==> src/rtl/core/integer_to_text_formatter_top_defines.svh <==
// Assertion helpers for the integer formatter.
// Both macros sample on i_clk and are disabled while i_rst_n is low.
`ifndef INTEGER_TO_TEXT_FORMATTER_TOP_DEFINES_SVH
`define INTEGER_TO_TEXT_FORMATTER_TOP_DEFINES_SVH

// Consequent must hold in the same cycle as the antecedent.
`define ITF_ASSERT_IMP(label, ante, cons) \
    label: assert property (@(posedge i_clk) disable iff (!i_rst_n) (ante) |-> (cons)) \
        else $error("integer formatter assertion failed");

// Consequent must hold in the cycle after the antecedent.
`define ITF_ASSERT_NXT(label, ante, cons) \
    label: assert property (@(posedge i_clk) disable iff (!i_rst_n) (ante) |=> (cons)) \
        else $error("integer formatter assertion failed");

`endif

==> src/rtl/core/itf_pkg.sv <==
package itf_pkg;

    localparam int MAX_WIDTH_DEF = 64;
    localparam int MAX_PREC      = 60;
    localparam int VALUE_BITS    = 64;
    localparam int NUM_DIGITS    = 24;
    localparam int DEC_DIGITS    = 20;
    localparam int OCT_DIGITS    = 22;
    localparam int HEX_DIGITS    = 16;

    localparam logic [7:0] CH_SPACE = 8'h20;
    localparam logic [7:0] CH_PLUS  = 8'h2B;
    localparam logic [7:0] CH_MINUS = 8'h2D;
    localparam logic [7:0] CH_ZERO  = 8'h30;
    localparam logic [7:0] CH_UA    = 8'h41;
    localparam logic [7:0] CH_LA    = 8'h61;
    localparam logic [7:0] CH_UX    = 8'h58;
    localparam logic [7:0] CH_LX    = 8'h78;

    typedef enum logic [1:0] {
        MODE_OCT  = 2'd0,
        MODE_DEC  = 2'd1,
        MODE_HEX  = 2'd2,
        MODE_NONE = 2'd3
    } t_mode;

    typedef struct packed {
        logic load;
        logic conv_step;
        logic scan_step;
        logic prep;
        logic plan;
        logic emit;
    } t_cmd;

    typedef struct packed {
        logic conv_last;
        logic scan_hit;
        logic out_free;
        logic emit_last;
    } t_status;

endpackage

==> src/rtl/core/itf_ctrl.sv <==
module itf_ctrl (
    input  logic              i_clk,
    input  logic              i_rst_n,
    input  logic              i_valid,
    input  logic [1:0]        i_mode,
    input  itf_pkg::t_status  i_status,
    output itf_pkg::t_cmd     o_cmd,
    output logic              o_stall
);
    import itf_pkg::*;

    typedef enum logic [2:0] {
        S_IDLE,
        S_CONV,
        S_SCAN,
        S_PREP,
        S_PLAN,
        S_EMIT
    } t_state;

    t_state r_state;
    t_state n_state;
    logic   r_busy;

    always_comb begin
        o_cmd   = '0;
        n_state = r_state;
        unique case (r_state)
            S_IDLE: begin
                if (i_valid) begin
                    o_cmd.load = 1'b1;
                    unique case (t_mode'(i_mode))
                        MODE_DEC:  n_state = S_CONV;
                        MODE_OCT:  n_state = S_SCAN;
                        MODE_HEX:  n_state = S_SCAN;
                        MODE_NONE: n_state = S_IDLE;
                    endcase
                end
            end
            S_CONV: begin
                o_cmd.conv_step = 1'b1;
                if (i_status.conv_last) n_state = S_SCAN;
            end
            S_SCAN: begin
                o_cmd.scan_step = 1'b1;
                if (i_status.scan_hit) n_state = S_PREP;
            end
            S_PREP: begin
                o_cmd.prep = 1'b1;
                n_state    = S_PLAN;
            end
            S_PLAN: begin
                o_cmd.plan = 1'b1;
                n_state    = S_EMIT;
            end
            S_EMIT: begin
                if (i_status.out_free) begin
                    o_cmd.emit = 1'b1;
                    if (i_status.emit_last) n_state = S_IDLE;
                end
            end
            default: n_state = S_IDLE;
        endcase
    end

    always_ff @(posedge i_clk) begin
        if (!i_rst_n) begin
            r_state <= S_IDLE;
            r_busy  <= 1'b0;
        end else begin
            r_state <= n_state;
            r_busy  <= (n_state != S_IDLE);
        end
    end

    assign o_stall = r_busy;

endmodule

==> src/rtl/core/itf_dp.sv <==
module itf_dp #(
    parameter int MAX_WIDTH = itf_pkg::MAX_WIDTH_DEF
) (
    input  logic              i_clk,
    input  logic              i_rst_n,
    input  itf_pkg::t_cmd     i_cmd,
    output itf_pkg::t_status  o_status,
    input  logic [63:0]       i_value,
    input  logic              i_is_signed,
    input  logic [1:0]        i_mode,
    input  logic              i_upper_case,
    input  logic              i_left_justify,
    input  logic              i_zero_pad,
    input  logic              i_plus_sign,
    input  logic              i_space_sign,
    input  logic              i_alternate_form,
    input  logic [6:0]        i_min_width,
    input  logic [5:0]        i_min_digits,
    input  logic              i_stall,
    output logic              o_valid,
    output logic [7:0]        o_ch,
    output logic              o_last
);
    import itf_pkg::*;

    localparam int         DIG_BITS = 4 * NUM_DIGITS;
    localparam logic [6:0] W_CAP    = 7'(MAX_WIDTH);

    // Octal and hex digits are plain bit slices; decimal starts from zero BCD.
    function automatic logic [DIG_BITS-1:0] slice_digits(input logic [63:0] mag,
                                                         input t_mode mode);
        logic [65:0]         ext;
        logic [DIG_BITS-1:0] d;
        int                  i;
        ext = {2'b00, mag};
        d   = '0;
        if (mode == MODE_OCT) begin
            for (i = 0; i < OCT_DIGITS; i++) d[4*i +: 4] = {1'b0, ext[3*i +: 3]};
        end else if (mode == MODE_HEX) begin
            for (i = 0; i < HEX_DIGITS; i++) d[4*i +: 4] = mag[4*i +: 4];
        end
        return d;
    endfunction

    // One double-dabble step: adjust each of the low 20 BCD digits, then shift a bit in.
    function automatic logic [DIG_BITS-1:0] dabble(input logic [DIG_BITS-1:0] d_in,
                                                   input logic bit_in);
        logic [DIG_BITS-1:0] d;
        logic [3:0]          nib;
        int                  i;
        d = d_in;
        for (i = 0; i < DEC_DIGITS; i++) begin
            nib = d[4*i +: 4];
            if (nib >= 4'd5) nib = nib + 4'd3;
            d[4*i +: 4] = nib;
        end
        return {d[DIG_BITS-2:0], bit_in};
    endfunction

    function automatic logic [7:0] digit_char(input logic [3:0] nib, input logic upper);
        logic [7:0] c;
        if (nib < 4'd10) c = CH_ZERO + {4'b0000, nib};
        else if (upper)  c = CH_UA + {4'b0000, nib} - 8'd10;
        else             c = CH_LA + {4'b0000, nib} - 8'd10;
        return c;
    endfunction

    logic [63:0]         r_mag;
    logic [DIG_BITS-1:0] r_dig;
    logic [5:0]          r_bit;
    logic [4:0]          r_nd;
    logic [7:0]          r_sign_ch;
    logic                r_has_sign;
    logic [1:0]          r_pfx_len;
    logic [7:0]          r_x_ch;
    logic                r_upper;
    logic                r_left;
    logic                r_zpad;
    logic [6:0]          r_width;
    logic [5:0]          r_prec;
    logic [6:0]          r_content;
    logic [5:0]          r_zeros;
    logic [6:0]          r_b_lead;
    logic [6:0]          r_b_sign;
    logic [6:0]          r_b_pfx;
    logic [6:0]          r_b_zero;
    logic [6:0]          r_b_dig;
    logic [6:0]          r_total;
    logic [6:0]          r_k;
    logic                r_ovalid;
    logic [7:0]          r_och;
    logic                r_olast;

    t_mode       w_mode;
    logic        w_neg;
    logic [63:0] w_mag;
    logic [7:0]  w_sign_ch;
    logic        w_has_sign;
    logic [1:0]  w_pfx_len;
    logic [5:0]  w_nd6;
    logic [5:0]  w_prec_sat;
    logic [5:0]  w_prec_eff;
    logic [6:0]  w_wsat;
    logic [6:0]  w_pad;
    logic [6:0]  w_lead;
    logic [6:0]  w_b_sign;
    logic [6:0]  w_b_pfx;
    logic [6:0]  w_b_zero;
    logic [6:0]  w_b_dig;
    logic        w_in_dig;
    logic [7:0]  w_ch;
    logic        w_emit_last;

    // Item decode: sign, magnitude and prefix length.
    always_comb begin
        w_mode     = t_mode'(i_mode);
        w_neg      = i_is_signed & i_value[63];
        w_mag      = w_neg ? (64'd0 - i_value) : i_value;
        w_has_sign = w_neg | (i_is_signed & (i_plus_sign | i_space_sign));
        if (w_neg)            w_sign_ch = CH_MINUS;
        else if (i_plus_sign) w_sign_ch = CH_PLUS;
        else                  w_sign_ch = CH_SPACE;
        w_pfx_len = 2'd0;
        if (i_alternate_form) begin
            if (w_mode == MODE_HEX)      w_pfx_len = 2'd2;
            else if (w_mode == MODE_OCT) w_pfx_len = 2'd1;
        end
    end

    // Field layout.
    always_comb begin
        w_nd6      = {1'b0, r_nd};
        w_prec_sat = (r_prec > 6'(MAX_PREC)) ? 6'(MAX_PREC) : r_prec;
        w_prec_eff = (w_nd6 > w_prec_sat) ? w_nd6 : w_prec_sat;
        w_wsat     = (r_width > W_CAP) ? W_CAP : r_width;
        w_pad      = (w_wsat > r_content) ? (w_wsat - r_content) : 7'd0;
        w_lead     = (!r_zpad && !r_left) ? w_pad : 7'd0;
        w_b_sign   = w_lead + 7'(r_has_sign);
        w_b_pfx    = w_b_sign + 7'(r_pfx_len);
        w_b_zero   = w_b_pfx + (r_zpad ? w_pad : 7'd0) + {1'b0, r_zeros};
        w_b_dig    = w_b_zero + 7'(r_nd);
    end

    // Character at the current position of the run.
    always_comb begin
        w_in_dig = 1'b0;
        priority if (r_k < r_b_lead) begin
            w_ch = CH_SPACE;
        end else if (r_k < r_b_sign) begin
            w_ch = r_sign_ch;
        end else if (r_k < r_b_pfx) begin
            w_ch = (r_k == r_b_sign) ? CH_ZERO : r_x_ch;
        end else if (r_k < r_b_zero) begin
            w_ch = CH_ZERO;
        end else if (r_k < r_b_dig) begin
            w_ch     = digit_char(r_dig[DIG_BITS-1 -: 4], r_upper);
            w_in_dig = 1'b1;
        end else begin
            w_ch = CH_SPACE;
        end
        w_emit_last = ((r_k + 7'd1) == r_total);
    end

    always_ff @(posedge i_clk) begin
        if (i_cmd.load) begin
            r_mag      <= w_mag;
            r_dig      <= slice_digits(w_mag, w_mode);
            r_bit      <= 6'(VALUE_BITS - 1);
            r_nd       <= 5'(NUM_DIGITS);
            r_sign_ch  <= w_sign_ch;
            r_has_sign <= w_has_sign;
            r_pfx_len  <= w_pfx_len;
            r_x_ch     <= i_upper_case ? CH_UX : CH_LX;
            r_upper    <= i_upper_case;
            r_left     <= i_left_justify;
            r_zpad     <= i_zero_pad & ~i_left_justify;
            r_width    <= i_min_width;
            r_prec     <= i_min_digits;
        end
        if (i_cmd.conv_step) begin
            r_dig <= dabble(r_dig, r_mag[63]);
            r_mag <= {r_mag[62:0], 1'b0};
            r_bit <= r_bit - 6'd1;
        end
        // Strip leading zero digits so the most significant one sits on top.
        if (i_cmd.scan_step && !o_status.scan_hit) begin
            r_dig <= {r_dig[DIG_BITS-5:0], 4'h0};
            r_nd  <= r_nd - 5'd1;
        end
        if (i_cmd.prep) begin
            r_content <= 7'(r_has_sign) + 7'(r_pfx_len) + {1'b0, w_prec_eff};
            r_zeros   <= w_prec_eff - w_nd6;
        end
        if (i_cmd.plan) begin
            r_b_lead <= w_lead;
            r_b_sign <= w_b_sign;
            r_b_pfx  <= w_b_pfx;
            r_b_zero <= w_b_zero;
            r_b_dig  <= w_b_dig;
            r_total  <= w_b_dig + (r_left ? w_pad : 7'd0);
            r_k      <= 7'd0;
        end
        if (i_cmd.emit) begin
            r_och   <= w_ch;
            r_olast <= w_emit_last;
            r_k     <= r_k + 7'd1;
            if (w_in_dig) r_dig <= {r_dig[DIG_BITS-5:0], 4'h0};
        end
    end

    always_ff @(posedge i_clk) begin
        if (!i_rst_n) begin
            r_ovalid <= 1'b0;
        end else if (i_cmd.emit) begin
            r_ovalid <= 1'b1;
        end else if (!i_stall) begin
            r_ovalid <= 1'b0;
        end
    end

    assign o_status.conv_last = (r_bit == 6'd0);
    assign o_status.scan_hit  = (r_dig[DIG_BITS-1 -: 4] != 4'h0) || (r_nd == 5'd1);
    assign o_status.out_free  = !r_ovalid || !i_stall;
    assign o_status.emit_last = w_emit_last;

    assign o_valid = r_ovalid;
    assign o_ch    = r_och;
    assign o_last  = r_olast;

endmodule

==> src/rtl/core/integer_to_text_formatter_top.sv <==
// Integer to text formatter: takes one 64-bit value with radix, signedness, field width,
// precision and printf flags, and streams its text as ASCII characters, one item per
// character, with last set on the final one; radix code 3 produces no characters. An item
// is accepted only while o_stall is low, one at a time. A decimal item is accepted, then
// converted by a double-dabble BCD converter consuming one magnitude bit per cycle, then
// its leading zero digits are skipped, the field is laid out and its N characters (N at
// most 64 with the default MAX_WIDTH) leave one per cycle through the output register
// while that register is free; octal and hex slice digits directly and skip the
// conversion. The next item is taken as soon as the last character is in the
// output register, even while it still waits to be taken.
`include "integer_to_text_formatter_top_defines.svh"

module integer_to_text_formatter_top #(
    parameter int MAX_WIDTH = itf_pkg::MAX_WIDTH_DEF
) (
    input  logic        i_clk,
    input  logic        i_rst_n,
    input  logic        i_valid,
    output logic        o_stall,
    input  logic [63:0] i_value,
    input  logic        i_is_signed,
    input  logic [1:0]  i_mode,
    input  logic        i_upper_case,
    input  logic        i_left_justify,
    input  logic        i_zero_pad,
    input  logic        i_plus_sign,
    input  logic        i_space_sign,
    input  logic        i_alternate_form,
    input  logic [6:0]  i_min_width,
    input  logic [5:0]  i_min_digits,
    output logic        o_valid,
    input  logic        i_stall,
    output logic [7:0]  o_ch,
    output logic        o_last
);
    import itf_pkg::*;

    t_cmd    w_cmd;
    t_status w_status;

    itf_ctrl u_ctrl (
        .i_clk    (i_clk),
        .i_rst_n  (i_rst_n),
        .i_valid  (i_valid),
        .i_mode   (i_mode),
        .i_status (w_status),
        .o_cmd    (w_cmd),
        .o_stall  (o_stall)
    );

    itf_dp #(
        .MAX_WIDTH (MAX_WIDTH)
    ) u_dp (
        .i_clk            (i_clk),
        .i_rst_n          (i_rst_n),
        .i_cmd            (w_cmd),
        .o_status         (w_status),
        .i_value          (i_value),
        .i_is_signed      (i_is_signed),
        .i_mode           (i_mode),
        .i_upper_case     (i_upper_case),
        .i_left_justify   (i_left_justify),
        .i_zero_pad       (i_zero_pad),
        .i_plus_sign      (i_plus_sign),
        .i_space_sign     (i_space_sign),
        .i_alternate_form (i_alternate_form),
        .i_min_width      (i_min_width),
        .i_min_digits     (i_min_digits),
        .i_stall          (i_stall),
        .o_valid          (o_valid),
        .o_ch             (o_ch),
        .o_last           (o_last)
    );

    // At most one datapath command is issued in any cycle.
    `ITF_ASSERT_IMP(a_one_cmd, 1'b1, $onehot0(w_cmd))
    // An item with a real radix keeps the block busy after it is taken.
    `ITF_ASSERT_NXT(a_accept_busy, i_valid && !o_stall && (i_mode != MODE_NONE), o_stall)
    // Sending the final character frees the input side in the next cycle.
    `ITF_ASSERT_NXT(a_last_frees, w_cmd.emit && w_status.emit_last, !o_stall)
    // A character is only loaded when the output register can take it.
    `ITF_ASSERT_IMP(a_emit_free, w_cmd.emit, !o_valid || !i_stall)

endmodule
==> config.mk <==
export PLATFORM = sky130hd
export DESIGN_NAME = integer_to_text_formatter_top
export DESIGN_NICKNAME = d
export VERILOG_FILES = /design/src/rtl/core/itf_pkg.sv /design/src/rtl/core/itf_ctrl.sv /design/src/rtl/core/itf_dp.sv /design/src/rtl/core/integer_to_text_formatter_top.sv
export VERILOG_INCLUDE_DIRS = /design/src /design/src/rtl/core
export SDC_FILE = /design/constraint.sdc
export NUM_CORES = 1
export LEC_CHECK = 0
export ABC_AREA = 0
export BUFFER_PORTS_ARGS = -buffer_cell sky130_fd_sc_hd__buf_2
export CAP_MARGIN = 20
export CELL_PAD_IN_SITES_DETAIL_PLACEMENT = 1
export CELL_PAD_IN_SITES_GLOBAL_PLACEMENT = 2
export CORE_ASPECT_RATIO = 0.75
export CORE_MARGIN = 2
export CORE_UTILIZATION = 30
export CTS_CLUSTER_SIZE = 20
export DETAILED_ROUTE_END_ITERATION = 8
export HOLD_SLACK_MARGIN = 0.15
export PLACE_DENSITY_LB_ADDON = 0.15
export SKIP_LAST_GASP = 1
export SLEW_MARGIN = 10
export SYNTH_ARGS = -nofsm -noshare
export SYNTH_HDL_FRONTEND = slang
export SYNTH_SLANG_ARGS = --single-unit
==> constraint.sdc <==
create_clock -name i_clk -period 13.3 [get_ports i_clk]
set_input_delay 1.33 -clock i_clk [delete_from_list [all_inputs] [get_ports i_clk]]
set_output_delay 1.33 -clock i_clk [all_outputs]
set_load 0.1 [all_outputs]
==> qor.yml, run 1 <==
die_area_sq_mm: 0.0603
final.setup.worst_slack_ns: 5.87
detailedPlace.worstSlack_ns: 5.86
power.total_mw: 3.36
required_ns: 13.60
antenna_found_initial: 1
drtAntennaViolNets: 0
cts_buffers: 35
critPathLaunchType: "flip-flop"
cts_resized: 0
grt_pass1_wl_mm: 88.8
n_fill_cell: 6565
worst-path-buf-inv: 2
drt_iter0_drc: 752
postRouteWirelength_mm: 58.4
crit_slowest_cell: "a211oi_1"
dp_hpwl_mm: 41.6
grt_overflow_total: 0
hp-class: "reg2reg"
synth_area_leaders: "edfxtp_1 (29%), dfxtp_1 (12%), ha_1 (8.7%)"
cts_sinks: 269
grt_pass1_vias: 14300
status: "finished clean"
diodes: 0
synth_edf_count: 167
maxCapViolations: 0
peakVddDrop_v: 0.0000750
final.setup.tns_ns: 0
htree_levels: 2
slew_headroom: 0.348
dp.cells: 2625
synth_top_cell_area_share: 0.286
synthArstFlopShare: 0
cp.arrival_ns: 7.74
endpoint_kind: "flip-flop"
area_delta_synth_final_pct: 13.8
clock.fmax_mhz: 135
cts_tree: "done"
p_leak_nw: 7.81
synth-seq-cells: 269
drive_above_1_share: 0.140
clockRootBuffer: "clkbuf_16"
final_area_sq_mm: 0.0199
seq_area_frac_synth: 0.403
rsz0062_at_grt: "no"
coreArea_sq_mm: 0.0575
drc: 0
crit_top_cell: "ha_1"
die_x_um: 283
largest_register_ffs: 96
yosysMostFrequentCell: "edfxtp_1"
finalMaxSlewViolations: 0
clkLatencyLatePin_ns: 0.55
yosysTopAreaCell: "edfxtp_1"
cp_max_fo: 9
syn_area_per_cell_sq_um: 9.65
top_regs: "u_dp.r_dig (96), u_dp.r_mag (64)"
tightest_slew_ns: 0.978
postCtsHoldBufs: 0
post_cts_buffers: 0
powerDensity_mw_per_mm2: 168
grt_max_degree: 78
row_count: 76
synth_ff_type: "edfxtp_1"
viasPerCell: 5.23
gp_congestion: 0.787
clock-skew-final_ns: 0.0296
grt.total_usage: 0.191
top_register: "u_dp.r_dig"
setup_viol: 0
synthCells: 1814
placed_area_sq_mm: 0.0188
synth_common_cells: "edfxtp_1 (167), o21ai_0 (165), inv_1 (149), nand2_1 (126), ha_1 (122)"
initial_utilization: 0.304
cts.path.max_buffers: 3
stdcell_count: 2689
fin_crit_ns: 7.43
io_pins: 101
synth-warning-count: 0
regArea_sq_mm: 0.00706
io_buffers: 99
crit_type: "reg2reg"
die_h_um: 213
cts.clk_slew.worst_paths_ns: 0.06
fin_nets: 2108
synth_area_sq_mm: 0.0175
multiInputGateArea_sq_mm: 0.00958
wl_per_cell_um: 21.7
drtPass1Iterations: 7
dr_total_vias: 14100
synthesis.nets: 2039
synth_cell_types: 80
hold_violations: 0
fin_crit_sh: 0.559
slowest_delay_ns: 0.76
cp_top_family: "adder cells"
## worst paths after layout
| check | slack [ns] | cells after the start | end | startpoint |
|---|---|---|---|---|
| setup / recovery | 5.87 | 28 | u_dp.r_total[6]$_DFFE_PP_ | u_dp.r_width[6]$_DFFE_PP_ |
| hold / removal | 0.45 | 2 | u_dp.r_mag[0]$_SDFFE_PP0P_ | u_dp.r_mag[0]$_SDFFE_PP0P_ |
| setup reg to reg | 5.87 | 28 | u_dp.r_total[6]$_DFFE_PP_ | u_dp.r_width[6]$_DFFE_PP_ |
| hold reg to reg | 0.45 | 2 | u_dp.r_mag[0]$_SDFFE_PP0P_ | u_dp.r_mag[0]$_SDFFE_PP0P_ |
## layer usage
layer  up-vias  track usage  part of all wire
met5         -            0                 0
met4         0       0.0453             0.017
met3        61       0.0266             0.035
met2       209        0.272              0.40
met1      7064        0.299              0.55
li1       6732            -                 -
## where the power goes
group          switching [mW]  leakage, nW  internal [mW]
sequential              0.195         2.44           1.09
clock                   0.392        0.543          0.566
combinational           0.631         4.83          0.480
total                    1.22         7.81           2.14
## cells in the final DEF (no fill, tap or decap), types with 21 or more instances in the layout
cell,Yosys,layout
a22oi_1,25,25
mux2_2,77,77
ha_1,122,122
edfxtp_1,167,167
o31ai_1,22,22
o21ai_0,165,165
dfxtp_1,102,102
clkbuf_16,0,37
nand3_1,21,21
a21oi_1,103,103
nand2_1,126,125
nor3_1,37,36
nor2b_1,21,21
buf_2,7,99
xor2_1,52,52
nand2b_1,37,36
xnor2_1,99,99
mux2i_1,23,23
nor2_1,93,91
a31oi_1,24,24
inv_1,149,148
## through the flow
stage,util,hold WS [ns]
finish,0.346,0.454
global route,0.346,0.504
CTS,0.346,0.461
global placement,0.327,0.440
detailed placement,0.327,0.449
floorplan,-,0.425
## layout make-up
cell class | instances | area share
Sequential cell | 269 | 0.354
Tap cell | 780 | 0.0490
Timing Repair Buffer | 116 | 0.0313
Inverter | 151 | 0.0286
Clock buffer | 52 | 0.0508
Clock inverter | 11 | 0.00546
Multi-Input combinational cell | 1310 | 0.481
## tightest hold or removal path: cells and delay by family (launching register included)
kind | cells | cell delay [ns]
AO/OA/AOI/OAI | 1 | 0.06
AND/OR/NAND/NOR | 1 | 0.04
flip-flops | 1 | 0.32
## kinds of logic (layout without fill, tap and decap cells)
kind of cell,count (synthesis),count (layout),synth area share
AO/OA/AOI/OAI,503,503,0.186
XOR/XNOR,152,152,0.0768
adder cells (fa/ha/maj),135,135,0.102
buffers and inverters,235,330,0.0511
flip-flops,269,269,0.403
multiplexers,101,101,0.0633
other,1,1,0.000214
AND/OR/NAND/NOR,418,418,0.117
(Power assumes the default switching activity.)
==> run 2, diff against run 1 <==
--- a/config.mk
+++ b/config.mk
@@ -6,7 +6,7 @@
 export SDC_FILE = /design/constraint.sdc
 export NUM_CORES = 1
 export LEC_CHECK = 0
-export ABC_AREA = 0
+export ABC_AREA = 1
 export BUFFER_PORTS_ARGS = -buffer_cell sky130_fd_sc_hd__buf_2
 export CAP_MARGIN = 20
 export CELL_PAD_IN_SITES_DETAIL_PLACEMENT = 1
==> constraint.sdc (replaced) <==
create_clock -name i_clk -period 7.8 [get_ports i_clk]
set_input_delay 0.78 -clock i_clk [delete_from_list [all_inputs] [get_ports i_clk]]
set_output_delay 0.78 -clock i_clk [all_outputs]
set_load 0.1 [all_outputs]
==> qor.yml, run 2 <==
status: "finished clean"
die_h_um: 220  # +3.4%
powerDensity_mw_per_mm2: 315  # +87%
clkLatencyLatePin_ns: 0.56  # about the same
rr_worst_depth: 39  # +39%
row_count: 79  # +3.9%
post_cts_buffers: 0  # unchanged
dp.cells: 3291  # +25%
path_depth: 39  # +39%
synth_ff_type: "edfxtp_1"
postRouteWirelength_mm: 68.0  # +16%
maxCapViolations: 0  # unchanged
dr_total_vias: 17200  # +22%
hold_path_depth: 1  # -1
grt_pass1_wl_mm: 106  # +19%
wl_per_cell_um: 20.3  # -6.7%
finalMaxSlewViolations: 0  # unchanged
synth_top_family_by_area: "simple AND/OR/NAND/NOR gates"
hold_violations: 0  # unchanged
synthAdderAreaFrac: 0.0953  # -0.00673
clock.fmax_mhz: 141  # +4.6%
stdcell_count: 3354  # +25%
coreArea_sq_mm: 0.0619  # +7.6%
synth_common_cells: "nand2_1 (432), inv_1 (362), o21ai_0 (242), nor2_1 (225), edfxtp_1 (167)"
n_fill_cell: 7502  # +14%
clock-skew-final_ns: 0.0312  # +0.00156 ns
synth-warning-count: 0  # unchanged
drtPass1Iterations: 5  # -2
cp.arrival_ns: 7.40  # -0.34 ns
slowest_delay_ns: 0.49  # -0.27 ns
die_x_um: 293  # +3.4%
grt_max_degree: 97  # +24%
crit_type: "reg2reg"
fin_nets: 2743  # +30%
synth_top_cell_area_share: 0.268  # -0.0189
rr_startpoint: "u_dp.r_width[1]$_DFFE_PP_"
peakVddDrop_v: 0.000168  # +120%
grt_pass1_vias: 17300  # +21%
crit_slowest_cell: "fa_1"
ff2ff_setup_slack_ns: 0.69  # -5.17 ns
synth_compound_area_frac: 0.169  # -0.0175
critPathLaunchType: "flip-flop"
grt.total_usage: 0.212  # +0.0208
synthXorXnorAreaFrac: 0.0449  # -0.0320
hold_start: "i_min_width[3]"
drtAntennaViolNets: 0  # unchanged
synth_edf_count: 167  # unchanged
diodes: 0  # unchanged
top_register: "u_dp.r_dig"
synthArstFlopShare: 0  # unchanged
cp-startpoint: "u_dp.r_width[1]$_DFFE_PP_"
setup_viol: 0  # unchanged
grt_overflow_total: 0  # unchanged
final.setup.tns_ns: 0  # unchanged
clockRootBuffer: "clkbuf_16"
synth_area_sq_mm: 0.0187  # +7.1%
drive_above_1_share: 0.0955  # -0.0443
synthCells: 2449  # +35%
top_regs: "u_dp.r_dig (96), u_dp.r_mag (64)"
critPathCapture: "u_dp.r_total[6]$_DFFE_PP_"
fin_crit_ns: 7.11  # -0.327 ns
syn_area_per_cell_sq_um: 7.65  # -21%
die_area_sq_mm: 0.0645  # +6.9%
viasPerCell: 5.11  # -2.2%
cts_tree: "done"
synth_area_leaders: "edfxtp_1 (27%), dfxtp_1 (11%), nand2_1 (8.7%)"
hp-class: "in2reg"
cp_max_fo: 9  # unchanged
cts.clk_slew.worst_paths_ns: 0.06  # about the same
tightest_slew_ns: 1.14  # +0.161 ns
synth.area.mux_share: 0  # -0.0633
drt_iter0_drc: 1065  # +42%
drc: 0  # unchanged
p_leak_nw: 9.24  # +18%
yosysTopAreaCell: "edfxtp_1"
antenna_found_initial: 1  # unchanged
multiInputGateArea_sq_mm: 0.00997  # +4.1%
synthesis.nets: 2674  # +31%
gp_congestion: 0.901  # +14%
dp_hpwl_mm: 51.0  # +23%
htree_levels: 2  # unchanged
final_cell_mix: "nand2_1 (430), inv_1 (360), o21ai_0 (242)"
rsz0062_at_grt: "no"
fin_crit_sh: 0.911  # +0.352
yosysMostFrequentCell: "nand2_1"
initial_utilization: 0.303  # -0.00140
regArea_sq_mm: 0.00706  # unchanged
reg2reg_to: "u_dp.r_total[6]$_DFFE_PP_"
layout_commonest_cell: "nand2_1"
cts_buffers: 34  # -2.9%
endpoint_kind: "flip-flop"
required_ns: 8.09  # -5.51 ns
worst-path-buf-inv: 7  # +5
io_pins: 101  # unchanged
seq_area_frac_synth: 0.376  # -0.0266
area_delta_synth_final_pct: 12.9
synth_simple_gate_area_frac: 0.221  # +0.104
cts.path.max_buffers: 3  # unchanged
io_buffers: 99  # unchanged
cts_sinks: 269  # unchanged
synth_cell_types: 61  # -24%
synth-seq-cells: 269  # unchanged
largest_register_ffs: 96  # unchanged
slew_headroom: 0.241  # -0.108
cp_top_family: "adder cells"
[run 2: power by group]
group,total (mW),internal [mW],leakage [nW],switching [mW]
registers,2.33,2.04,2.43,0.284
clock network,1.58,0.899,0.530,0.685
logic,2.75,0.908,6.28,1.85
[run 2: worst register-to-register path: cells and delay by family, from the launching register on]
family | cells | cell delay [ns]
compound gates | 5 | 0.85
buf+inv | 7 | 0.53
fa+ha+maj | 8 | 2.60
flops | 1 | 0.40
simple gates | 16 | 1.95
xor+xnor | 3 | 0.55
[run 2: cell families (layout without fill, tap and decap cells)]
| group | count (synthesis) | in the layout |
|---|---|---|
| compound gates | 549 | 549 |
| xor+xnor | 96 | 96 |
| fa+ha+maj | 135 | 135 |
| buf+inv | 457 | 552 |
| flops | 269 | 269 |
| other cells | 1 | 1 |
| simple gates | 942 | 942 |
[run 2: worst min-delay path by stage]
stage | endpoint
final | u_dp.r_width[3]$_DFFE_PP_
after global routing | u_dp.r_prec[4]$_DFFE_PP_
after CTS | u_dp.r_prec[4]$_DFFE_PP_
after detailed placement | u_dp.r_dig[86]$_DFF_P_
after global placement | u_dp.r_mag[0]$_SDFFE_PP0P_
after floorplan | u_dp.r_dig[45]$_DFF_P_
[run 2: metrics by stage]
stage               setup slack (ns)  utilization  area [sq um]  total power [mW]  hold slack [ns]
finish                         0.693        0.342         21200              6.66            0.407
global placement               0.897        0.324         20100              5.02            0.460
floorplan                       1.50            -         18700              4.25            0.445
global route                  0.0312        0.342         21200              7.25            0.383
detailed placement             0.555        0.324         20100              5.10            0.471
CTS                            0.530        0.342         21100              6.74            0.375
[run 2: timing repair]
item / CTS / global route
hold buffers: 0 / 0
gates resized for setup: 0 / 2
setup endpoints to repair: 0 / 1
[run 2: per-layer routing]
metal / track usage / share of wire / up-vias
li1: - / - / 8416
met1: 0.325 / 0.53 / 8403
met2: 0.308 / 0.41 / 267
met4: 0.0503 / 0.021 / 0
met3: 0.0321 / 0.044 / 64
met5: 0 / 0 / -
[run 2: cell type report]
class | count | share of cell area
flip-flops and latches | 269 | 0.334
well taps | 810 | 0.0479
multi-input cells | 1723 | 0.471
repair buffers | 117 | 0.0298
clock inverters | 15 | 0.00550
clock buffers | 47 | 0.0454
inverters | 373 | 0.0664
